## src/rtl/core/bdsl_pkg.sv

```systemverilog
// Shared types and constants for the button debouncer with short/long press detection.
// Holds the payload structs, the register map, the register reset values and the state layout.
// No dependencies.
`timescale 1ns / 1ps
`default_nettype none

package bdsl_pkg;

  // time and register widths
  localparam int TIME_W    = 32;
  localparam int CFG_W     = 16;
  localparam int CFG_IDX_W = 8;

  // register map
  localparam logic [CFG_IDX_W-1:0] REG_DEBOUNCE_TIME   = CFG_IDX_W'(0);
  localparam logic [CFG_IDX_W-1:0] REG_LONG_PRESS_TIME = CFG_IDX_W'(1);

  // register reset values
  localparam logic [CFG_W-1:0] DEBOUNCE_TIME_RST   = CFG_W'(50);
  localparam logic [CFG_W-1:0] LONG_PRESS_TIME_RST = CFG_W'(1000);

  // input beat
  typedef struct packed {
    logic              raw_pressed;
    logic [TIME_W-1:0] now_ms;
  } bdsl_in_t;

  // result beat
  typedef struct packed {
    logic stable_pressed;
    logic short_press;
    logic long_press;
  } bdsl_out_t;

  // configuration registers
  typedef struct packed {
    logic [CFG_W-1:0] debounce_time;
    logic [CFG_W-1:0] long_press_time;
  } bdsl_cfg_t;

  // debouncer state carried from one update to the next
  typedef struct packed {
    logic              last_raw;
    logic              stable_level;
    logic [TIME_W-1:0] last_change_time;
    logic [TIME_W-1:0] press_start_time;
    logic              long_reported;
  } bdsl_state_t;

endpackage

`default_nettype wire

```

## src/rtl/core/bdsl_cfg.sv

```systemverilog
// Configuration register file: debounce time and long-press time.
// Depends on bdsl_pkg for the register map, reset values and the config struct.
`timescale 1ns / 1ps
`default_nettype none

module bdsl_cfg (
  input  wire logic                          clk,
  input  wire logic                          rst_n,
  input  wire logic                          wr_en,
  input  wire logic [bdsl_pkg::CFG_IDX_W-1:0] wr_index,
  input  wire logic [bdsl_pkg::CFG_W-1:0]     wr_data,
  output bdsl_pkg::bdsl_cfg_t                cfg
);

  bdsl_pkg::bdsl_cfg_t cfg_r;
  bdsl_pkg::bdsl_cfg_t cfg_nxt;

  // decode the write; unknown indexes are dropped
  always_comb begin
    cfg_nxt = cfg_r;
    if (wr_en) begin
      case (wr_index)
        bdsl_pkg::REG_DEBOUNCE_TIME:   cfg_nxt.debounce_time   = wr_data;
        bdsl_pkg::REG_LONG_PRESS_TIME: cfg_nxt.long_press_time = wr_data;
        default:                       cfg_nxt = cfg_r;
      endcase
    end
  end

  // register storage
  always_ff @(posedge clk) begin
    if (!rst_n) begin
      cfg_r.debounce_time   <= bdsl_pkg::DEBOUNCE_TIME_RST;
      cfg_r.long_press_time <= bdsl_pkg::LONG_PRESS_TIME_RST;
    end else begin
      cfg_r <= cfg_nxt;
    end
  end

  assign cfg = cfg_r;

endmodule

`default_nettype wire

```

## src/rtl/core/bdsl_step.sv

```systemverilog
// Combinational update for one sample: debounce window, stable level, press events.
// Depends on bdsl_pkg for the state, config and payload structs.
`timescale 1ns / 1ps
`default_nettype none

module bdsl_step (
  input  wire bdsl_pkg::bdsl_in_t    in_beat,
  input  wire bdsl_pkg::bdsl_cfg_t   cfg,
  input  wire bdsl_pkg::bdsl_state_t state_cur,
  output bdsl_pkg::bdsl_state_t      state_nxt,
  output bdsl_pkg::bdsl_out_t        result
);

  logic                        raw_chg;
  logic [bdsl_pkg::TIME_W-1:0] change_time;
  logic [bdsl_pkg::TIME_W-1:0] since_change;
  logic                        window_done;
  logic [bdsl_pkg::TIME_W-1:0] held_old;
  logic [bdsl_pkg::TIME_W-1:0] held_new;
  logic                        level_flip;
  logic                        short_ev;
  logic                        long_ev;

  always_comb begin
    state_nxt = state_cur;

    // raw change restarts the debounce window
    raw_chg     = in_beat.raw_pressed != state_cur.last_raw;
    change_time = raw_chg ? in_beat.now_ms : state_cur.last_change_time;
    state_nxt.last_raw         = in_beat.raw_pressed;
    state_nxt.last_change_time = change_time;

    // window check, modulo 2^32 difference
    since_change = in_beat.now_ms - change_time;
    window_done  = since_change >= {{(bdsl_pkg::TIME_W-bdsl_pkg::CFG_W){1'b0}},
                                    cfg.debounce_time};

    // hold time against the press start before this update
    held_old   = in_beat.now_ms - state_cur.press_start_time;
    level_flip = window_done && (in_beat.raw_pressed != state_cur.stable_level);
    short_ev   = 1'b0;
    held_new   = held_old;

    // stable level follows raw after the window
    if (level_flip) begin
      state_nxt.stable_level = in_beat.raw_pressed;
      if (in_beat.raw_pressed) begin
        state_nxt.press_start_time = in_beat.now_ms;
        state_nxt.long_reported    = 1'b0;
        held_new                   = '0;
      end else begin
        short_ev = !state_cur.long_reported &&
                   (held_old < {{(bdsl_pkg::TIME_W-bdsl_pkg::CFG_W){1'b0}},
                                cfg.long_press_time});
        state_nxt.press_start_time = '0;
      end
    end

    // long press fires once per press
    long_ev = window_done && state_nxt.stable_level && !state_nxt.long_reported &&
              (held_new >= {{(bdsl_pkg::TIME_W-bdsl_pkg::CFG_W){1'b0}},
                            cfg.long_press_time});
    if (long_ev) begin
      state_nxt.long_reported = 1'b1;
    end

    result.stable_pressed = state_nxt.stable_level;
    result.short_press    = short_ev;
    result.long_press     = long_ev;
  end

endmodule

`default_nettype wire

```

## src/rtl/core/button_debounce_short_long_press.sv

```systemverilog
// Button debouncer with short-press and long-press detection, top level.
// Instantiates bdsl_cfg and bdsl_step; uses bdsl_pkg types.
//
// Usage:
//   in_*   : one beat per sample, raw level plus free-running ms time.
//   out_*  : one beat per input beat, debounced level and one-beat
//            short_press / long_press pulses, in input order.
//   cfg_*  : register writes, index 0 debounce_time, index 1 long_press_time;
//            other indexes are ignored. Write only while no beat is in flight.
// Path: an accepted beat lands in the input register, and its result is then
//   captured in the result register, which drives out_*.
// Throughput: one beat per cycle while out_ready is high; the state update is
//   a single subtract-and-compare pass between input and result registers.
// Stall: when out_ready is low the result register holds, an empty input
//   register takes one more beat, then in_ready drops until the result drains.
// Reset: synchronous, active low; state returns to released with zero times,
//   registers return to 50 ms and 1000 ms, no beats are in flight.
`timescale 1ns / 1ps
`default_nettype none

module button_debounce_short_long_press (
  input  wire logic                           clk,
  input  wire logic                           rst_n,
  input  wire logic                           in_valid,
  output      logic                           in_ready,
  input  wire bdsl_pkg::bdsl_in_t             in_data,
  output      logic                           out_valid,
  input  wire logic                           out_ready,
  output bdsl_pkg::bdsl_out_t                 out_data,
  input  wire logic                           cfg_valid,
  output      logic                           cfg_ready,
  input  wire logic [bdsl_pkg::CFG_IDX_W-1:0] cfg_index,
  input  wire logic [bdsl_pkg::CFG_W-1:0]     cfg_wdata
);

  bdsl_pkg::bdsl_cfg_t   cfg;
  logic                  s1_valid_r;
  bdsl_pkg::bdsl_in_t    s1_data_r;
  bdsl_pkg::bdsl_state_t state_r;
  bdsl_pkg::bdsl_state_t state_nxt;
  bdsl_pkg::bdsl_out_t   result;
  logic                  out_valid_r;
  bdsl_pkg::bdsl_out_t   out_data_r;
  logic                  advance;

  // configuration registers
  assign cfg_ready = 1'b1;

  bdsl_cfg u_cfg (
    .clk      (clk),
    .rst_n    (rst_n),
    .wr_en    (cfg_valid && cfg_ready),
    .wr_index (cfg_index),
    .wr_data  (cfg_wdata),
    .cfg      (cfg)
  );

  // pipeline flow control
  assign advance  = !out_valid_r || out_ready;
  assign in_ready = !s1_valid_r || advance;

  // input register
  always_ff @(posedge clk) begin
    if (!rst_n) begin
      s1_valid_r <= 1'b0;
    end else if (in_ready) begin
      s1_valid_r <= in_valid;
    end
  end

  always_ff @(posedge clk) begin
    if (in_ready && in_valid) begin
      s1_data_r <= in_data;
    end
  end

  // per-sample update
  bdsl_step u_step (
    .in_beat   (s1_data_r),
    .cfg       (cfg),
    .state_cur (state_r),
    .state_nxt (state_nxt),
    .result    (result)
  );

  // debouncer state
  always_ff @(posedge clk) begin
    if (!rst_n) begin
      state_r <= '0;
    end else if (s1_valid_r && advance) begin
      state_r <= state_nxt;
    end
  end

  // result register
  always_ff @(posedge clk) begin
    if (!rst_n) begin
      out_valid_r <= 1'b0;
    end else if (advance) begin
      out_valid_r <= s1_valid_r;
    end
  end

  always_ff @(posedge clk) begin
    if (s1_valid_r && advance) begin
      out_data_r <= result;
    end
  end

  assign out_valid = out_valid_r;
  assign out_data  = out_data_r;

endmodule

`default_nettype wire

```

## config.mk

```make
export PLATFORM = sky130hd
export DESIGN_NAME = button_debounce_short_long_press
export DESIGN_NICKNAME = d
export VERILOG_FILES = /design/src/rtl/core/bdsl_pkg.sv /design/src/rtl/core/bdsl_cfg.sv /design/src/rtl/core/bdsl_step.sv /design/src/rtl/core/button_debounce_short_long_press.sv
export SDC_FILE = /design/constraint.sdc
export NUM_CORES = 1
export LEC_CHECK = 0
export BUFFER_PORTS_ARGS = -buffer_cell sky130_fd_sc_hd__buf_2
export CAP_MARGIN = 20
export CORE_MARGIN = 2
export CORE_UTILIZATION = 65
export CTS_CLUSTER_DIAMETER = 30
export DETAILED_ROUTE_END_ITERATION = 16
export PLACE_DENSITY_LB_ADDON = 0.15
export SLEW_MARGIN = 5
export SYNTH_ARGS = -nofsm -noshare
export SYNTH_HDL_FRONTEND = slang
export SYNTH_SLANG_ARGS = --single-unit
```

## constraint.sdc

```tcl
create_clock -name clk -period 19 [get_ports clk]
set_input_delay 3.8 -clock clk [delete_from_list [all_inputs] [get_ports clk]]
set_output_delay 3.8 -clock clk [all_outputs]
set_load 0.02 [all_outputs]
```

# [Word-level counts from Yosys, hierarchy flattened]
# Index checks and enable logic that the tools add are counted.
[totals] regBits=137 word_cells=49 out_inout_bits=6
[classes] addsub=2 mux=8 reduce_logical=18 n_bitwise=1 magnitude_cmp=3 n_eq_ne=3
[ops] cell="2-to-1 mux 32 bit" count=4
[ops] cell="greater-or-equal comparator 32 x 16 -> 1 bit" count=2
[ops] cell="subtractor 32 bit" count=2
[ops] cell="less-than comparator 32 x 16 -> 1 bit" count=1
[ops] cell="== test 8 x 1 -> 1 bit, second input constant" count=1
[ops] cell="zero test 8 bit" count=1
[ops] cell="logical AND 1 bit" count=7
[ops] cell="AND reduction 2 bit" count=3
[ops] cell="zero test 1 bit" count=4
[ops] cell="2-to-1 mux 1 bit" count=4
[ops] cell="logical OR 1 bit" count=2
[ops] cell="inequality test 1 bit" count=2
[ops] cell="OR reduction 2 bit" count=1
[ops] cell="NOT 1 bit" count=1

# [Depth between registers and ports, before layout]
# Gate-level depths: netlist of the first run.
[depth] depth_word=10 ltp_mapped=39

# [Hierarchy]
# Synthesis of the first run repeated with hierarchy kept, for this count alone.
[unflattened] cells_unflattened=1551 area_unflattened_um2=11954.0
[modules_own_cells] mod="bdsl_step" cells_each=1077 n_inst=1 area_per_inst_um2=6787.8
[modules_own_cells] mod="button_debounce_short_long_press" cells_each=338 n_inst=1 area_per_inst_um2=3846.2
[modules_own_cells] mod="bdsl_cfg" cells_each=136 n_inst=1 area_per_inst_um2=1320.0

# [Worst setup path after synthesis of the first run]
# No wires, ideal clock.
[synth_timing] path_kind="input -> output" from="in out_ready" to="out in_ready" arrival_time_ns=4.153 path_buffers=0 setup_slack_ns=11.047 cell_stages=2 required_time_ns=15.200 cell_sequence="nor2b_1 nand2_1"
[synth_between] elab_chain_len=2
[synth_rtl] item="start, declared" line_no="button_debounce_short_long_press.sv:28" text="input wire logic out_ready,"
[synth_rtl] item="logical OR 1 bit" line_no="button_debounce_short_long_press.sv:59" text="assign advance = !out_valid_r || out_ready;"
[synth_rtl] item="logical OR 1 bit" line_no="button_debounce_short_long_press.sv:60" text="assign in_ready = !s1_valid_r || advance;"
[synth_rtl] item="end, declared" line_no="button_debounce_short_long_press.sv:25" text="output logic in_ready,"
# Every way passes these cells.

# [Worst setup path after layout of the first run]
# Ends and elaborated chain as after synthesis.

==> results of run 1 <==
## final cells by class
cell class | instances | area share [%]
flip-flops and latches | 137 | 27.6
multi-input cells | 912 | 58.1
repair buffers | 73 | 3.54
clock inverters | 12 | 1.09
clock buffers | 20 | 4.45
inverters | 87 | 2.90
well taps | 211 | 2.35
## synthesized netlist by cell type, types with 20 or more instances
master	count
a21boi_0	20
a21o_1	24
a21oi_1	80
a22o_1	34
clkbuf_1	28
dfxtp_1	101
edfxtp_1	36
ha_1	99
inv_1	86
mux2i_1	51
nand2_1	123
nand2b_1	21
nor2_1	55
nor2b_1	61
o211a_1	20
o21ai_0	52
xnor2_1	31
xor2_1	25
## per-layer routing
layer  up-vias  routed length (µm)  global-route usage [%]
met5         -                   0                       0
met4         0                 682                    10.7
met3        59                1660                    5.95
met2       300               11300                    48.1
met1      4209               11800                    43.9
li1       4376                   -                       -
## state kept, by name, indices dropped and copies added, names as in the netlist
register	count
u_cfg.cfg	32
out_valid	1
s1_data_r	33
state_r	67
out_data	3
s1_valid_r	1
## logic make-up after synthesis
kind of cell | after synthesis | synth area share [%]
AO/OA/AOI/OAI | 339 | 23.5
XOR/XNOR | 58 | 5.14
adder cells (fa/ha/maj) | 103 | 12.7
buffers and inverters | 134 | 5.56
flip-flops | 137 | 30.5
multiplexers | 51 | 5.01
other | 1 | 0.0368
AND/OR/NAND/NOR | 360 | 17.6
## per-stage QoR
stage | std cells | utilization [%] | area [µm²] | hold slack (ns)
2_1_floorplan | 1183 | - | 10200 | 0.444
6_report | 1452 | 73.7 | 11200 | 0.471
3_5_place_dp | 1418 | 69.4 | 10600 | 0.462
3_3_place_gp | 1418 | 69.4 | 10600 | 0.455
4_1_cts | 1450 | 73.5 | 11200 | 0.470
5_1_grt | 1452 | 73.7 | 11200 | 0.491
## power breakdown
group,switching (µW),internal (µW),total (µW)
sequential,13.8,312,326
clock,141,207,348
combinational,144,101,245
## worst max-delay path, delay by kind of cell
kind	cells	cell delay, ns
buf+inv	2	0.25
simple gates	2	0.30
## worst min path at each step
stage	end	slack, ns	cells after the start
global route	state_r[33]	0.49	2
global placement	state_r[33]	0.45	2
floorplan	state_r[33]	0.44	2
CTS	state_r[33]	0.47	2
finish	state_r[33]	0.47	2
detailed placement	state_r[33]	0.46	2
==> metrics, run 1 <==
Layout area overhead=10.4%; Pwr Total=920 µW; fillers=between 1,000 and 1,500; CTS buffer count=17; Die W=approximately 130 µm; Area contributors post-synth=dfxtp_1 (20%), ha_1 (12%), edfxtp_1 (11%), mux2i_1 (5.0%), nand2_1 (4.5%); grt ovf=0; synth unique cells=76; largest area contributor in the netlist=dfxtp_1; Clock Path Buffers=2; Crit Reg-Reg Endpoint=out_data[0]; leading cell types in the layout, fill and taps excluded=nand2_1 (123), dfxtp_1 (101), ha_1 (99); flops & latches, synth=137; critical path's most frequent cell=buf_2; CP startpoint kind=input port; max frequency=between 100 and 150 MHz; post-DP HPWL=19,000 µm; TritonCTS clock tree=yes; r2r startpoint=s1_data_r[32]; Hold Crit Class=flip-flop to flip-flop; Slew Limit Fails=0; Overall Global Routing Usage=31.2%; DRC viols=0; crit path capture=in_ready; max-cap violation count=0; Detailed Routing Iterations Pass 1=6; GPL Wtd Cong=0.925; CP Capture Type=primary output; CTS H-tree lvls=4; Synth Instances=roughly 1,200; Hold Path Origin=state_r[33]; Critical Path Start=out_ready; average routed wire per standard cell=17.6 µm; EDFF count, synth=36; # setup viols final=0; Async S/R FF share, synth=0%; Crit path largest cell delay=around 0.21 ns; I/O pin count=68; Lkg Pwr=between 0.004 and 0.005 µW; post-placement setup slack=between 10 and 15 ns; initial antenna violation count=0; drt first-iter violations=772; clk slew on worst S/H paths=0.06 ns; post-route ant nets=0; DR vias=8,944; Hold Buf Count CTS=0; R2R Setup Slk=10.98 ns; Ys Warns=0; footprint of the multi-input gates=6530 µm²; Final period util=between 40% and 50%; Die Footprint=16,700 µm²; post-synth top area share=19.9%; sequential area share after synthesis=around 30%; DIE HEIGHT=129 µm; largest driver fanout on the critical path=4; pin count of the biggest net entering global routing=73; vias in the first global route=8,184; syn nets=1,345; layout cells sized above 1=10.1%; crit-path cells=buf_2 -> nor2b_1 -> nand2_1 -> buf_2; pwr dens=81.8 nW/µm²; unrepaired setup endpoints after global routing=false; Final Hold Fails=0; core footprint=between 15,000 and 20,000 µm²; Layout Skew=0.00926 ns; CP Class=input port to primary output; Fin Setup TNS=0 ns; first-pass GRT wire length=40,900 µm; Relative slew margins=30.4%; Post-CTS Repair Setup Buffers=0; Worst Tran Pin Value=1.04 ns; syn avg cell area=8.61 µm²; CP max-delay cell=nor2b_1; Skew-Pair Late Insertion Delay=around 0.43 ns; status=completed; post-CTS sizing=0; VDD IR-drop max=0.0708 mV; Initial Util=between 60% and 70%; # rows=45; fin crit period=8.16 ns; Routed WL=approximately 25,000 µm; WP data required=15.20 ns; PortBufs=66; Root Buffer=clkbuf_16; post-route setup slack=10.84 ns; R2R cell count=37; FF/Latch Area=3100 µm²; Critical Path AT=4.36 ns; Netlist Area Pre-Place=10,200 µm²; # diodes=0; fin nets=1,390; most common cell after layout, fill and taps aside=nand2_1; routed vias/inst=6.16; clock sinks=~140; Synth Flop Type=dfxtp_1
Note: power is estimated with default switching activity, not from simulation.
==> inputs of run 2 (changes only) <==
--- a/config.mk
+++ b/config.mk
@@ -5,10 +5,11 @@
 export SDC_FILE = /design/constraint.sdc
 export NUM_CORES = 1
 export LEC_CHECK = 0
+export ABC_AREA = 1
 export BUFFER_PORTS_ARGS = -buffer_cell sky130_fd_sc_hd__buf_2
 export CAP_MARGIN = 20
 export CORE_MARGIN = 2
-export CORE_UTILIZATION = 65
+export CORE_UTILIZATION = 63
 export CTS_CLUSTER_DIAMETER = 30
 export DETAILED_ROUTE_END_ITERATION = 16
 export PLACE_DENSITY_LB_ADDON = 0.15
==> constraint.sdc (replaced) <==
create_clock -name clk -period 8.2 [get_ports clk]
set_input_delay 1.64 -clock clk [delete_from_list [all_inputs] [get_ports clk]]
set_output_delay 1.64 -clock clk [all_outputs]
set_load 0.02 [all_outputs]
==> run 2 against run 1 <==
  * Sequential power grew 130%
  * Core utilization shrank 3.4 points
  * Highest routed layer unchanged
  * Critical path type is now flip-flop to flip-flop
  * Total power grew 150%
  * Worst hold slack lost 0.0090 ns
  * Clock power grew 130%
  * Clock skew is essentially flat
  * Sequential share of layout area shrank 2.0 points
  * Via count grew 20%
==> metrics, run 2 <==
status=completed; Post-Route Utilization=between 70% and 80%; routed vias/inst=5.60; CTS H-tree lvls=4; WP data required=8.38 ns; Area contributors post-synth=dfxtp_1 (18%), nand2_1 (12%), ha_1 (11%), edfxtp_1 (9.7%), inv_1 (9.7%); Hold Crit Class=flip-flop to flip-flop; post-placement setup slack=2.12 ns; DRC viols=0; Initial Util=64.3%; # diodes=0; EDFF count, synth=36; Synth Area in Simple Gates=28.8%; sequential area share after synthesis=between 20 and 30%; most common cell after layout, fill and taps aside=nand2_1; leading cell types in the layout, fill and taps excluded=nand2_1 (369), inv_1 (284), a21oi_1 (143); most instantiated library cell after synthesis=nand2_1; Post-CTS Repair Setup Buffers=0; initial antenna violation count=0; fin cells=1,914; average routed wire per standard cell=15.9 µm; largest area contributor in the netlist=dfxtp_1; PortBufs=66; syn avg cell area=approximately 6.8 µm²; Synth Flop Type=dfxtp_1; Die Footprint=between 15,000 and 20,000 µm²; Lkg Pwr=approximately 0.0058 µW; Hold Crit Depth=2; top post-synthesis cells by count=nand2_1 (369), inv_1 (286), a21oi_1 (143); Biggest register=state_r; Final period util=76.0%; DP Area=about 12,000 µm²; pwr dens=around 190 nW/µm²; Hold Path End=state_r[29]; R2R Setup Slk=1.97 ns; max frequency=161 MHz; core footprint=17,200 µm²; post-DP HPWL=between 20,000 and 25,000 µm; Hold Path Origin=state_r[29]; post-route ant nets=0; flops & latches, synth=between 100 and 150; Overall Global Routing Usage=around 33%; Layout area overhead=9.18%; Async S/R FF share, synth=0%; post-route setup slack=~2.0 ns; Crit Reg-Reg Endpoint=out_data[0]; Netlist Area Pre-Place=11,100 µm²; Layout Skew=0.00945 ns; Die W=137 µm; clk slew on worst S/H paths=0.06 ns; Skew-Pair Late Insertion Delay=around 0.43 ns; Routed WL=30,400 µm; Final Cell Area=~12,000 µm²; TritonCTS clock tree=yes; synth unique cells=50; Root Buffer=clkbuf_16; R2R cell count=35; Fin Setup TNS=0 ns; grt ovf=0; layout cells sized above 1=11.2%; CP max-delay cell=nand2_4; Detailed Routing Iterations Pass 1=5; Hold Buf Count CTS=0; Crit path largest cell delay=0.58 ns; DR vias=between 10,000 and 15,000; I/O pin count=68; Ys Warns=0; complex-gate fraction of the synthesized area=between 15 and 20%; CTS buffer count=17; pin count of the biggest net entering global routing=slightly above 80; drt first-iter violations=~830; vias in the first global route=9,845; CP Capture Type=flip-flop; CP startpoint kind=flip-flop; # rows=48; unrepaired setup endpoints after global routing=false; Synth Instances=between 1,500 and 2,000; first-pass GRT wire length=48,300 µm; # setup viols final=0; main combinational cell family by area after synthesis=simple AND/OR/NAND/NOR gates; Critical Path AT=approximately 6.4 ns; Worst Tran Pin Value=0.948 ns; clock sinks=137; Final Hold Fails=0; fillers=between 1,000 and 1,500; post-CTS sizing=0; Largest register FFs=67; Slew Limit Fails=0; VDD IR-drop max=0.162 mV; post-synth top area share=18.2%; Relative slew margins=36.5%; Inst Count DP=1,882; GPL Wtd Cong=1.03; fin crit period=between 6 and 7 ns; largest driver fanout on the critical path=a little over 80; DIE HEIGHT=137 µm; r2r startpoint=s1_data_r[32]; adder-cell share of the synthesized area=~11%; syn nets=1,791; CP Class=flip-flop to flip-flop; Synth Area in XOR/XNOR=2.76%; max-cap violation count=0; post-synthesis mux area share=0%; fin nets=1,838; Clock Path Buffers=2
==> run 2: how the worst max path moves through the flow <==
stage	start	to	slack, ns	cells after the start
2_1_floorplan	s1_data_r[32]	out_data[0]	2.59	47
3_3_place_gp	s1_data_r[32]	out_data[0]	2.27	43
3_5_place_dp	s1_data_r[32]	out_data[0]	2.12	35
4_1_cts	s1_data_r[32]	out_data[0]	2.05	35
5_1_grt	s1_data_r[32]	out_data[0]	1.36	43
6_report	s1_data_r[32]	out_data[0]	1.97	35
==> run 2: layout make-up <==
| class | instances | area (µm²) | share of cell area (%) |
|---|---|---|---|
| clock buffer | 19 | 443 | 3.66 |
| inverter | 291 | 1090 | 9.02 |
| tap | 225 | 282 | 2.32 |
| clock inverter | 13 | 161 | 1.33 |
| timing repair buffer | 72 | 375 | 3.10 |
| sequential | 137 | 3100 | 25.6 |
| multi-input combinational | 1157 | 6650 | 54.9 |
==> run 2: power breakdown <==
group          internal (µW)  leakage (µW)  switching [µW]
clock                    466      0.000297             326
sequential               726       0.00117            30.9
combinational            257       0.00431             459
total                   1450       0.00578             816
==> run 2: worst max-delay path: cells and delay by family, from the launching register on <==
| kind | cells | cell delay, ns |
|---|---|---|
| adders and majority gates | 3 | 1.00 |
| DFF | 1 | 0.47 |
| buffers and inverters | 6 | 1.17 |
| and+or+nand+nor | 18 | 2.01 |
| AOI/OAI and AO/OA | 7 | 1.14 |
| xor gates and xnor gates | 1 | 0.16 |
==> run 2: kinds of logic after synthesis <==
logic type,after synthesis
and+or+nand+nor,687
buffers and inverters,335
AOI/OAI and AO/OA,334
DFF,137
adders and majority gates,100
xor gates and xnor gates,35
other,1
==> run 2: through the flow <==
| step | power (µW) | hold slack [ns] |
|---|---|---|
| 2_1_floorplan | 1310 | 0.435 |
| 3_3_place_gp | 1450 | 0.448 |
| 3_5_place_dp | 1470 | 0.456 |
| 4_1_cts | 2260 | 0.466 |
| 5_1_grt | 2390 | 0.475 |
| 6_report | 2260 | 0.462 |
==> run 2: per-layer routing <==
layer,track usage [%],vias up,part of all wire [%]
met2,53.8,331,45
li1,-,5401,-
met3,4.19,60,5.6
met4,10.9,0,2.5
met5,0,-,0
met1,45.8,4918,47
==> inputs of run 3 (changes only) <==
--- a/config.mk
+++ b/config.mk
@@ -5,11 +5,11 @@
 export SDC_FILE = /design/constraint.sdc
 export NUM_CORES = 1
 export LEC_CHECK = 0
-export ABC_AREA = 1
+export ABC_AREA = 0
 export BUFFER_PORTS_ARGS = -buffer_cell sky130_fd_sc_hd__buf_2
 export CAP_MARGIN = 20
 export CORE_MARGIN = 2
-export CORE_UTILIZATION = 63
+export CORE_UTILIZATION = 62
 export CTS_CLUSTER_DIAMETER = 30
 export DETAILED_ROUTE_END_ITERATION = 16
 export PLACE_DENSITY_LB_ADDON = 0.15
==> constraint.sdc (replaced) <==
create_clock -name clk -period 5.93 [get_ports clk]
set_input_delay 1.186 -clock clk [delete_from_list [all_inputs] [get_ports clk]]
set_output_delay 1.186 -clock clk [all_outputs]
set_load 0.02 [all_outputs]
==> run 3 against run 2 <==
  * The flow now finishes with violations (negative setup slack)
  * Largest cell class unchanged
  * Sequential share of layout area decreased by 1.1 points
  * Highest routed layer unchanged
  * Register-to-register slack worse by 2.7 ns
  * Combinational power is 45% higher
  * Largest power group unchanged
==> metrics, run 3 (synthesis results as in run 1) <==
core footprint=15,900 µm²; post-route setup slack=-0.730 ns; Largest register FFs=67; Routed WL=29,300 µm; Skew-Pair Late Insertion Delay=0.43 ns; Die W=132 µm; grt ovf=0; average routed wire per standard cell=18.1 µm; Slew Limit Fails=0; Layout Skew=~0.011 ns; unrepaired setup endpoints after global routing=true; post-route ant nets=0; pwr dens=248 nW/µm²; WP data required=between 6 and 7 ns; Overall Global Routing Usage=between 30 and 40%; first-pass GRT wire length=45,800 µm; clock sinks=approximately 140; worst hold slack=0.477 ns; leading cell types in the layout, fill and taps excluded=buf_4 (166), nand2_1 (121), dfxtp_1 (100); max-cap violation count=0; max frequency=150 MHz; Root Buffer=clkbuf_16; Relative slew margins=27.6%; Lkg Pwr=0.00557 µW; fin nets=1,554; TritonCTS clock tree=yes; CP Class=flip-flop to flip-flop; critical path's most frequent cell=o21ai_1; DR vias=9,735; # diodes=0; # setup viols final=2; drt first-iter violations=approximately 730; CP Capture Type=flip-flop; Critical Path AT=about 6.8 ns; clk slew on worst S/H paths=0.07 ns; Layout area overhead=24.1%; status=finished with violations; routed vias/inst=6.01; DIE HEIGHT=132 µm; Post-Route Utilization=79.3%; fillers=1,136; Crit path largest cell delay=approximately 0.48 ns; CP max-delay cell=edfxtp_1; Initial Util=63.9%; vias in the first global route=~9,200; VDD IR-drop max=~0.22 mV; I/O pin count=68; failing checks=negative setup slack; Hold Crit Class=flip-flop to flip-flop; Biggest register=state_r; Hold Buf Count CTS=0; CTS buffer count=17; Detailed Routing Iterations Pass 1=5; DRC viols=0; largest driver fanout on the critical path=3; Worst Tran Pin Value=1.09 ns; pin count of the biggest net entering global routing=between 70 and 80; Final Hold Fails=0; post-DP HPWL=~22,000 µm; initial antenna violation count=0; Die Footprint=~17,000 µm²; # rows=46; most common cell after layout, fill and taps aside=buf_4; fin crit period=6.66 ns; GPL Wtd Cong=0.931; PortBufs=66; Clock Path Buffers=2; layout cells sized above 1=22.6%; Final period util=112%; CTS H-tree lvls=4; CP startpoint kind=flip-flop
run 3: cell types whose count changed in the layout (fill, tap and decap cells not counted), moves of 21 or more:
| cell | previous run | this run |
|---|---|---|
| o211ai_1 | 31 | 10 |
| buf_4 | 6 | 166 |
| nor2b_1 | 0 | 61 |
| nor2_1 | 108 | 54 |
| nand3_1 | 90 | 17 |
| nand2_1 | 369 | 121 |
| a21oi_1 | 143 | 73 |
| mux2i_1 | 0 | 48 |
| inv_1 | 284 | 85 |
| nand3_2 | 24 | 0 |
| a22o_1 | 0 | 34 |
| o21ai_0 | 113 | 44 |
run 3: report_power, final:
| group | switching [µW] | internal (µW) |
|---|---|---|
| sequential | 35.7 | 999 |
| combinational | 552 | 490 |
| clock | 468 | 587 |
| total | 1060 | 2080 |
run 3: critical path: cells and delay by family, from the launching register on:
kind | cells | cell delay, ns
AND/OR/NAND/NOR | 9 | 1.59
XOR/XNOR | 2 | 0.36
flip-flops | 1 | 0.48
buffers and inverters | 1 | 0.06
AO/OA/AOI/OAI | 21 | 3.12
adder cells (fa/ha/maj) | 3 | 0.79
run 3: timing repair:
item                                   CTS  global route
gates resized for setup                  9            26
pin swaps                                7             6
gates cloned                             0             0
setup endpoints to repair                2             2
endpoints found under the hold margin    0             0
buffers inserted                         5             5
run 3: final cells by class:
class,count,area [µm²],area share (%)
clock inverters,14,135,1.07
flip-flops and latches,137,3100,24.6
clock buffers,18,429,3.40
well taps,216,270,2.14
inverters,87,327,2.58
multi-input cells,912,6730,53.3
repair buffers,237,1640,13.0
run 3: routing by layer:
metal  wire [µm]  global-route usage, %  part of all wire, %
met5           0                      0                    0
met4         719                   9.02                  2.5
met3        1910                   7.46                  6.5
met2       13300                   53.8                   45
met1       13300                   43.8                   46
run 3: per-stage QoR:
step | area [µm²] | instances | power (µW) | setup slack [ns] | TNS (ns)
after floorplan | 10300 | 1183 | 1660 | -0.584 | -1.03
after CTS | 12400 | 1614 | 3070 | -0.685 | -1.23
after global routing | 12600 | 1621 | 3270 | -1.09 | -2.07
final | 12600 | 1621 | 3130 | -0.730 | -1.32
after detailed placement | 11800 | 1577 | 2010 | -0.709 | -1.29
after global placement | 11800 | 1577 | 1990 | -0.512 | -0.888
run 3: worst paths after layout:
kind	startpoint	end	slack, ns	cells after the start
worst max-delay path	s1_data_r[32]	out_data[0]	-0.73	36
worst min-delay path	state_r[27]	state_r[27]	0.48	1
worst max register to register	s1_data_r[32]	out_data[0]	-0.73	36
worst min register to register	state_r[27]	state_r[27]	0.48	1
